## config.mk

```make
export PLATFORM = sky130hd
export DESIGN_NAME = rssi_channel_scan_with_synth_frame_unit
export DESIGN_NICKNAME = d
export VERILOG_FILES = /design/src/design/rcs_pkg.sv /design/src/design/rssi_channel_scan_with_synth_frame_unit.sv /design/src/design/rcs_front.sv /design/src/design/rcs_queue.sv /design/src/design/rcs_back.sv
export SDC_FILE = /design/constraint.sdc
export NUM_CORES = 1
export LEC_CHECK = 0
export ABC_CLOCK_PERIOD_IN_PS = 8200
export BUFFER_PORTS_ARGS = -buffer_cell sky130_fd_sc_hd__buf_4
export CAP_MARGIN = 20
export CELL_PAD_IN_SITES_DETAIL_PLACEMENT = 1
export CELL_PAD_IN_SITES_GLOBAL_PLACEMENT = 1
export CORE_ASPECT_RATIO = 0.9
export CORE_MARGIN = 2
export CORE_UTILIZATION = 45
export DETAILED_ROUTE_END_ITERATION = 12
export PLACE_DENSITY_LB_ADDON = 0.1
export SYNTH_ARGS = -nofsm -noshare
export SYNTH_HDL_FRONTEND = slang
export SYNTH_SLANG_ARGS = --single-unit
```

## constraint.sdc

```tcl
create_clock -name clk -period 8.2 [get_ports clk]
set_input_delay 2.05 -clock clk [delete_from_list [all_inputs] [get_ports clk]]
set_output_delay 2.05 -clock clk [all_outputs]
set_load 0.02 [all_outputs]
```

## src/design/rcs_pkg.sv

```systemverilog
// Shared types, constants and the channel frequency table for the channel scanner.
// Used by the front, queue, back and top-level modules; no dependencies.
package rcs_pkg;

  localparam int NUM_CHANNELS = 48;
  localparam int TABLE_SIZE   = 48;
  localparam int CH_W         = 6;
  localparam int LEVEL_W      = 8;
  localparam int FREQ_W       = 13;
  localparam int LO_W         = FREQ_W - 1;
  localparam int DATA_W       = 20;
  localparam int FRAME_BITS   = 25;
  localparam int CNT_W        = $clog2(FRAME_BITS);
  localparam int QUEUE_DEPTH  = 2;

  localparam logic [FREQ_W-1:0] IF_OFFSET  = FREQ_W'(479);
  localparam logic [3:0]        SYNTH_ADDR = 4'h1;
  localparam logic              WRITE_BIT  = 1'b1;

  localparam logic CMD_START  = 1'b0;
  localparam logic CMD_SAMPLE = 1'b1;

  typedef struct packed {
    logic               command;
    logic [LEVEL_W-1:0] rssi_level;
  } cmd_t;

  typedef struct packed {
    logic               serial_bit;
    logic               frame_last;
    logic [CH_W-1:0]    tuned_channel;
    logic               scan_done;
    logic [CH_W-1:0]    best_channel;
    logic [LEVEL_W-1:0] best_level;
  } frm_t;

  // One tuning request handed from front to back
  typedef struct packed {
    logic [CH_W-1:0]    channel;
    logic               done;
    logic [CH_W-1:0]    best;
    logic [LEVEL_W-1:0] level;
  } job_t;

  function automatic logic [FREQ_W-1:0] freq_lookup(input logic [CH_W-1:0] ch);
    logic [CH_W-1:0] idx;
    logic [FREQ_W-1:0] f;
    // channels past the table wrap back onto it
    idx = (ch >= CH_W'(TABLE_SIZE)) ? ch - CH_W'(TABLE_SIZE) : ch;
    case (idx)
      6'd0:  f = 13'd5865;  6'd1:  f = 13'd5845;  6'd2:  f = 13'd5825;
      6'd3:  f = 13'd5805;  6'd4:  f = 13'd5785;  6'd5:  f = 13'd5765;
      6'd6:  f = 13'd5745;  6'd7:  f = 13'd5725;  6'd8:  f = 13'd5733;
      6'd9:  f = 13'd5752;  6'd10: f = 13'd5771;  6'd11: f = 13'd5790;
      6'd12: f = 13'd5809;  6'd13: f = 13'd5828;  6'd14: f = 13'd5847;
      6'd15: f = 13'd5866;  6'd16: f = 13'd5705;  6'd17: f = 13'd5685;
      6'd18: f = 13'd5665;  6'd19: f = 13'd5645;  6'd20: f = 13'd5885;
      6'd21: f = 13'd5905;  6'd22: f = 13'd5925;  6'd23: f = 13'd5945;
      6'd24: f = 13'd5740;  6'd25: f = 13'd5760;  6'd26: f = 13'd5780;
      6'd27: f = 13'd5800;  6'd28: f = 13'd5820;  6'd29: f = 13'd5840;
      6'd30: f = 13'd5860;  6'd31: f = 13'd5880;  6'd32: f = 13'd5658;
      6'd33: f = 13'd5695;  6'd34: f = 13'd5732;  6'd35: f = 13'd5769;
      6'd36: f = 13'd5806;  6'd37: f = 13'd5843;  6'd38: f = 13'd5880;
      6'd39: f = 13'd5917;  6'd40: f = 13'd5362;  6'd41: f = 13'd5399;
      6'd42: f = 13'd5436;  6'd43: f = 13'd5473;  6'd44: f = 13'd5510;
      6'd45: f = 13'd5547;  6'd46: f = 13'd5584;  6'd47: f = 13'd5621;
      default: f = 13'd5865;
    endcase
    return f;
  endfunction

  // Build the synthesizer word: address, write bit, then n << 7 | a
  function automatic logic [FRAME_BITS-1:0] tune_frame(input logic [CH_W-1:0] ch);
    logic [FREQ_W-1:0] diff;
    logic [LO_W-1:0]   lo;
    logic [DATA_W-1:0] data;
    diff = freq_lookup(ch) - IF_OFFSET;
    lo   = diff[FREQ_W-1:1];
    data = DATA_W'({lo[LO_W-1:5], 2'b00, lo[4:0]});
    return {data, WRITE_BIT, SYNTH_ADDR};
  endfunction

endpackage

```

## src/design/rssi_channel_scan_with_synth_frame_unit.sv

```systemverilog
// Top level of the channel scanner: front end, request queue and frame shifter.
// Depends on rcs_pkg, rcs_front, rcs_queue and rcs_back.
//
//   channel  valid      stall      payload  role
//   command  cmd_valid  cmd_stall  cmd      start or signal strength sample in
//   frame    frm_valid  frm_stall  frm      one synthesizer frame bit out
//
// Each start or sample during a scan yields 25 frame bits, one per cycle from the
// back end's shift register when output is not stalled.
// The two-entry request queue lets the front take new commands while a frame shifts.
// A sample outside a scan is accepted and yields nothing.
// Synchronous reset clears the scan state, the queue and the shifter.
// cmd_stall rises only while the queue is full; frm_stall holds the current bit.
module rssi_channel_scan_with_synth_frame_unit (
  input  logic          clk,
  input  logic          rst,
  input  logic          cmd_valid,
  output logic          cmd_stall,
  input  rcs_pkg::cmd_t cmd,
  output logic          frm_valid,
  input  logic          frm_stall,
  output rcs_pkg::frm_t frm
);
  import rcs_pkg::*;

  logic push;
  job_t push_job;
  logic pop;
  logic q_full;
  logic q_valid;
  job_t q_head;

  rcs_front u_front (
    .clk       (clk),
    .rst       (rst),
    .cmd_valid (cmd_valid),
    .cmd       (cmd),
    .q_full    (q_full),
    .cmd_stall (cmd_stall),
    .push      (push),
    .push_job  (push_job)
  );

  rcs_queue u_queue (
    .clk       (clk),
    .rst       (rst),
    .push      (push),
    .push_job  (push_job),
    .pop       (pop),
    .full      (q_full),
    .not_empty (q_valid),
    .head      (q_head)
  );

  rcs_back u_back (
    .clk       (clk),
    .rst       (rst),
    .q_valid   (q_valid),
    .q_job     (q_head),
    .pop       (pop),
    .frm_valid (frm_valid),
    .frm       (frm),
    .frm_stall (frm_stall)
  );

endmodule

```

## src/design/rcs_front.sv

```systemverilog
// Front end: accepts commands and samples, tracks the scan and the running best.
// Depends on rcs_pkg; pushes tuning requests into rcs_queue.
module rcs_front (
  input  logic          clk,
  input  logic          rst,
  input  logic          cmd_valid,
  input  rcs_pkg::cmd_t cmd,
  input  logic          q_full,
  output logic          cmd_stall,
  output logic          push,
  output rcs_pkg::job_t push_job
);
  import rcs_pkg::*;

  logic               scan_active;
  logic [CH_W-1:0]    scan_index;
  logic [LEVEL_W-1:0] max_level;
  logic [CH_W-1:0]    best_index;

  logic               accept;
  logic               better;
  logic [LEVEL_W-1:0] max_next;
  logic [CH_W-1:0]    best_next;
  logic               more;

  assign cmd_stall = q_full;
  assign accept    = cmd_valid && !q_full;

  assign better    = cmd.rssi_level > max_level;
  assign max_next  = better ? cmd.rssi_level : max_level;
  assign best_next = better ? scan_index : best_index;
  assign more      = ({1'b0, scan_index} + (CH_W + 1)'(1)) < (CH_W + 1)'(NUM_CHANNELS);

  always_comb begin
    push     = 1'b0;
    push_job = '0;
    if (accept) begin
      if (cmd.command == CMD_START) begin
        push     = 1'b1;
        push_job = '{channel: '0, done: 1'b0, best: best_index, level: '0};
      end else if (scan_active) begin
        push = 1'b1;
        if (more) begin
          push_job = '{channel: scan_index + CH_W'(1), done: 1'b0,
                       best: best_next, level: max_next};
        end else begin
          push_job = '{channel: best_next, done: 1'b1, best: best_next, level: max_next};
        end
      end
    end
  end

  always_ff @(posedge clk) begin
    if (rst) begin
      scan_active <= 1'b0;
      scan_index  <= '0;
      max_level   <= '0;
      best_index  <= '0;
    end else if (accept) begin
      if (cmd.command == CMD_START) begin
        scan_active <= 1'b1;
        scan_index  <= '0;
        max_level   <= '0;
      end else if (scan_active) begin
        max_level  <= max_next;
        best_index <= best_next;
        if (more) begin
          scan_index <= scan_index + CH_W'(1);
        end else begin
          scan_active <= 1'b0;
        end
      end
    end
  end

endmodule

```

## src/design/rcs_queue.sv

```systemverilog
// Short request queue between the front and back ends, held in flip-flops.
// Depends on rcs_pkg for the request type and depth.
module rcs_queue (
  input  logic          clk,
  input  logic          rst,
  input  logic          push,
  input  rcs_pkg::job_t push_job,
  input  logic          pop,
  output logic          full,
  output logic          not_empty,
  output rcs_pkg::job_t head
);
  import rcs_pkg::*;

  localparam int PTR_W = $clog2(QUEUE_DEPTH);

  job_t             entry [QUEUE_DEPTH];
  logic [PTR_W-1:0] wptr;
  logic [PTR_W-1:0] rptr;
  logic [PTR_W:0]   count;

  assign full      = count == (PTR_W + 1)'(QUEUE_DEPTH);
  assign not_empty = count != '0;
  assign head      = entry[rptr];

  always_ff @(posedge clk) begin
    if (push) begin
      entry[wptr] <= push_job;
    end
  end

  always_ff @(posedge clk) begin
    if (rst) begin
      wptr  <= '0;
      rptr  <= '0;
      count <= '0;
    end else begin
      if (push) begin
        wptr <= (wptr == PTR_W'(QUEUE_DEPTH - 1)) ? '0 : wptr + PTR_W'(1);
      end
      if (pop) begin
        rptr <= (rptr == PTR_W'(QUEUE_DEPTH - 1)) ? '0 : rptr + PTR_W'(1);
      end
      count <= count + (PTR_W + 1)'(push) - (PTR_W + 1)'(pop);
    end
  end

endmodule

```

## src/design/rcs_back.sv

```systemverilog
// Back end: takes tuning requests, builds the synthesizer frame and shifts it out.
// Depends on rcs_pkg for the frame function and types.
module rcs_back (
  input  logic          clk,
  input  logic          rst,
  input  logic          q_valid,
  input  rcs_pkg::job_t q_job,
  output logic          pop,
  output logic          frm_valid,
  output rcs_pkg::frm_t frm,
  input  logic          frm_stall
);
  import rcs_pkg::*;

  logic                  active;
  logic [FRAME_BITS-1:0] shreg;
  logic [CNT_W-1:0]      cnt;
  job_t                  job;

  logic accept;
  logic last;

  assign last      = cnt == CNT_W'(FRAME_BITS - 1);
  assign accept    = active && !frm_stall;
  // load the next request as soon as the current frame's last bit leaves
  assign pop       = q_valid && (!active || (accept && last));
  assign frm_valid = active;

  always_comb begin
    frm.serial_bit    = shreg[0];
    frm.frame_last    = last;
    frm.tuned_channel = job.channel;
    frm.scan_done     = job.done;
    frm.best_channel  = job.best;
    frm.best_level    = job.level;
  end

  always_ff @(posedge clk) begin
    if (rst) begin
      active <= 1'b0;
      cnt    <= '0;
    end else if (pop) begin
      active <= 1'b1;
      cnt    <= '0;
    end else if (accept) begin
      if (last) begin
        active <= 1'b0;
      end
      cnt <= cnt + CNT_W'(1);
    end
  end

  always_ff @(posedge clk) begin
    if (pop) begin
      shreg <= tune_frame(q_job.channel);
      job   <= q_job;
    end else if (accept) begin
      shreg <= shreg >> 1;
    end
  end

endmodule
```

==> impl_metrics.py <==
metrics = {
    "status": {
        "outcome": "completed",
    },
    "layout": {
        "final_core_util_pct": 53.7,
        "area_growth_pct": 16.0,
        "finalNetCount": 626,
        "drive_above_1_share_pct": 16.9,
        "antenna_cells": 0,
        "fill_cells": 1363,
        "final_area_mm2": 0.00684,
    },
    "floorplanning": {
        "start_util_pct": 46.3,
        "die_h_um": 113,
        "num_io_pins": 38,
        "rows": 39,
        "fp.dieArea_mm2": 0.0140,
        "core_mm2": 0.0127,
        "die_w_um": 125,
    },
    "detailed_routing": {
        "vias_per_cell": 5.85,
        "drc": 0,
        "routedWlPerCell_um": 19.0,
        "routed_wl_mm": 14.6,
        "firstDrtPassIters": 4,
        "drt_iter0_drc": 351,
        "via_count": 4493,
        "drtAntennaViolNets": 0,
    },
    "global_route": {
        "grt_pass1_wl_mm": 24.3,
        "grt_pass1_vias": 4583,
        "grt_overflow": 0,
        "grtUsageTotal_pct": 22.3,
        "grt_max_degree": 45,
        "antenna_found_initial": 0,
    },
    "min_path": {
        "hold_class": "reg -> reg",
        "min_path_cells": 2,
    },
    "critical_path": {
        "worstSetupEndpointType": "flop",
        "worstPathCellList": "buf_4 > ha_1 > nor2b_1 > o21a_1 > o21a_1 > o21ai_0 > a21o_1 > nor3_1 > a32o_1",
        "worstRegToRegCells": 10,
        "critPathArrivalTime_ns": 4.64,
        "cpMaxStageDelayCell": "a21o_1",
        "slowest_delay_ns": 0.65,
        "critPathMaxFanout": 21,
        "critPathKind": "in -> reg",
        "cpMostUsedCell": "o21a_1",
        "critPathLaunchType": "input port",
        "cp.required_ns": 8.51,
    },
    "place": {
        "dp_hpwl_mm": 9.75,
        "placed_area_mm2": 0.00628,
        "place.gp.congestion": 0.847,
        "io_buffers": 37,
    },
    "timing": {
        "max_freq_mhz": 231,
        "maxSlewHeadroom_pct": 31.1,
        "rsz0062_at_grt": "no",
        "worst_slew_pin_slew_ns": 1.03,
        "setup_viol": 0,
        "fin_skew_ns": 0.00722,
        "post-route-period-util_pct": 52.8,
        "maxSlewViolCount": 0,
        "finalCriticalPeriod_ns": 4.33,
        "tns_ns": 0,
        "hold_viol": 0,
    },
    "synthesis": {
        "ys_seq_area_share_pct": 51.4,
        "ys.flop_type": "edfxtp_1",
        "ys_warn_count": 0,
        "synth_cell_types": 70,
        "syn_area_mm2": 0.00590,
        "synth_top_area_cell": "edfxtp_1",
        "ys_top_cells_by_area": "edfxtp_1, dfxtp_1, ha_1, nand2_1, a21oi_1",
        "synth_top_cell_area_share_pct": 38.2,
        "syn_inst": 560,
        "ys_ff_latch": 114,
        "synth-async-reset-ratio_pct": 0,
        "synth_edf_count": 75,
        "syn-mean-instance-area_um2": 10.5,
        "synth.most_common_cell": "edfxtp_1",
        "synth_common_cells": "edfxtp_1, nand2_1, a21oi_1",
        "syn_nets": 595,
    },
    "clock_tree": {
        "cts-root-buf": "clkbuf_16",
        "clockBufferDepth": 2,
        "cts_buffers": 17,
        "cts_setup_buffers": 0,
        "postCtsHoldBufs": 0,
        "cts_tree": "built",
        "htreeDepth": 4,
        "cts.sinks": 114,
        "clk_latency_ns": 0.42,
        "clkSlewWorstSetupHoldPaths_ns": 0.05,
        "cts_resized": 0,
    },
    "pwr": {
        "power_density_mw_per_mm2": 329,
        "p_leak_nw": 2.54,
        "max-vdd-ir-drop_uv": 173,
    },
    "run": {
        "maxCapViolations": 0,
    },
}
## final timing paths
| path | slack (ns) | from | to |
|---|---|---|---|
| max | 3.87 | cmd[1] | u_front.max_level[3] |
| min | 0.45 | u_back.shreg[11] | u_back.shreg[10] |
| max reg2reg | 4.27 | flop | u_back.shreg[14] |
| min reg2reg | 0.45 | u_back.shreg[11] | u_back.shreg[10] |
## sequential cells by signal, summed over array words and instances, names as in the netlist, named ones only
register / cells
u_queue.entry: 42
u_back.frm: 21
u_back.shreg: 19
u_front.max_level: 8
u_front.best_index: 6
u_front.scan_index: 6
u_back.cnt: 5
u_queue.count: 2
u_back.frm_valid: 1
u_front.scan_active: 1
u_queue.rptr: 1
u_queue.wptr: 1
## power breakdown
part / switching, W / internal [W] / total [W]
clock network: 0.000242 / 0.000472 / 0.000714
registers: 0.0000444 / 0.000756 / 0.000800
logic: 0.000470 / 0.000264 / 0.000735
total: 0.000757 / 0.00149 / 0.00225
## area by class of cell
class	count	area (um2)	share of cell area, %
clock buffer	24	452	6.60
timing repair buffer	44	330	4.83
multi-input combinational	386	2600	38.0
inverter	28	110	1.61
clock inverter	8	113	1.65
sequential	114	3030	44.3
tap	164	205	3.00
## critical path: cells and delay by family
| family | cells | cell delay, ns |
|---|---|---|
| AOI/OAI and AO/OA | 5 | 1.74 |
| adders and majority gates | 1 | 0.29 |
| and+or+nand+nor | 2 | 0.43 |
| buffers and inverters | 1 | 0.13 |
## layout by cell type, fill, tap and decap left out, types with 4 or more instances in the layout
cell type  instances
o211ai_1           5
nand2_1           67
a21oi_1           41
clkbuf_1           7
inv_1             23
mux2i_4            4
xnor2_1            5
o21ai_0           21
clkbuf_16         17
nand2b_1           5
a311oi_1           6
a211oi_1           7
a32o_1             8
a21o_1             5
o21ai_1            4
ha_1              22
mux2_2            16
nand3_1           21
nor2_1            31
buf_4             44
edfxtp_1          75
nor3_1            16
nand4_1            9
dfxtp_1           39
a31oi_1           12
and3_1             9
nor2b_1            4
or3_1              4
mux2i_1            9
xor2_1             5
## routing by layer
metal	wire [um]	global-route usage, %	vias up
met4	283	10.0	0
met5	0	0	-
met2	6750	33.5	105
met3	539	5.58	25
met1	7040	30.7	2203
li1	-	-	2160
## through the flow
stage / instances / total power (W) / setup slack [ns] / hold WS [ns]
detailed placement: 736 / 0.00154 / 3.48 / 0.449
floorplan: 560 / 0.00133 / 3.46 / 0.432
finish: 768 / 0.00225 / 3.87 / 0.450
CTS: 768 / 0.00227 / 3.91 / 0.457
global route: 768 / 0.00238 / 3.68 / 0.472
global placement: 736 / 0.00152 / 3.63 / 0.445
## cells by family after synthesis
family                     count (synthesis)  synth area share (%)
xor gates and xnor gates                  10                  1.49
and+or+nand+nor                          179                  14.3
muxes                                     31                  6.58
DFF                                      114                  51.4
AOI/OAI and AO/OA                        144                  17.0
adders and majority gates                 22                  4.67
buffers and inverters                     60                  4.52
Power figures use the tool's default switching activity.
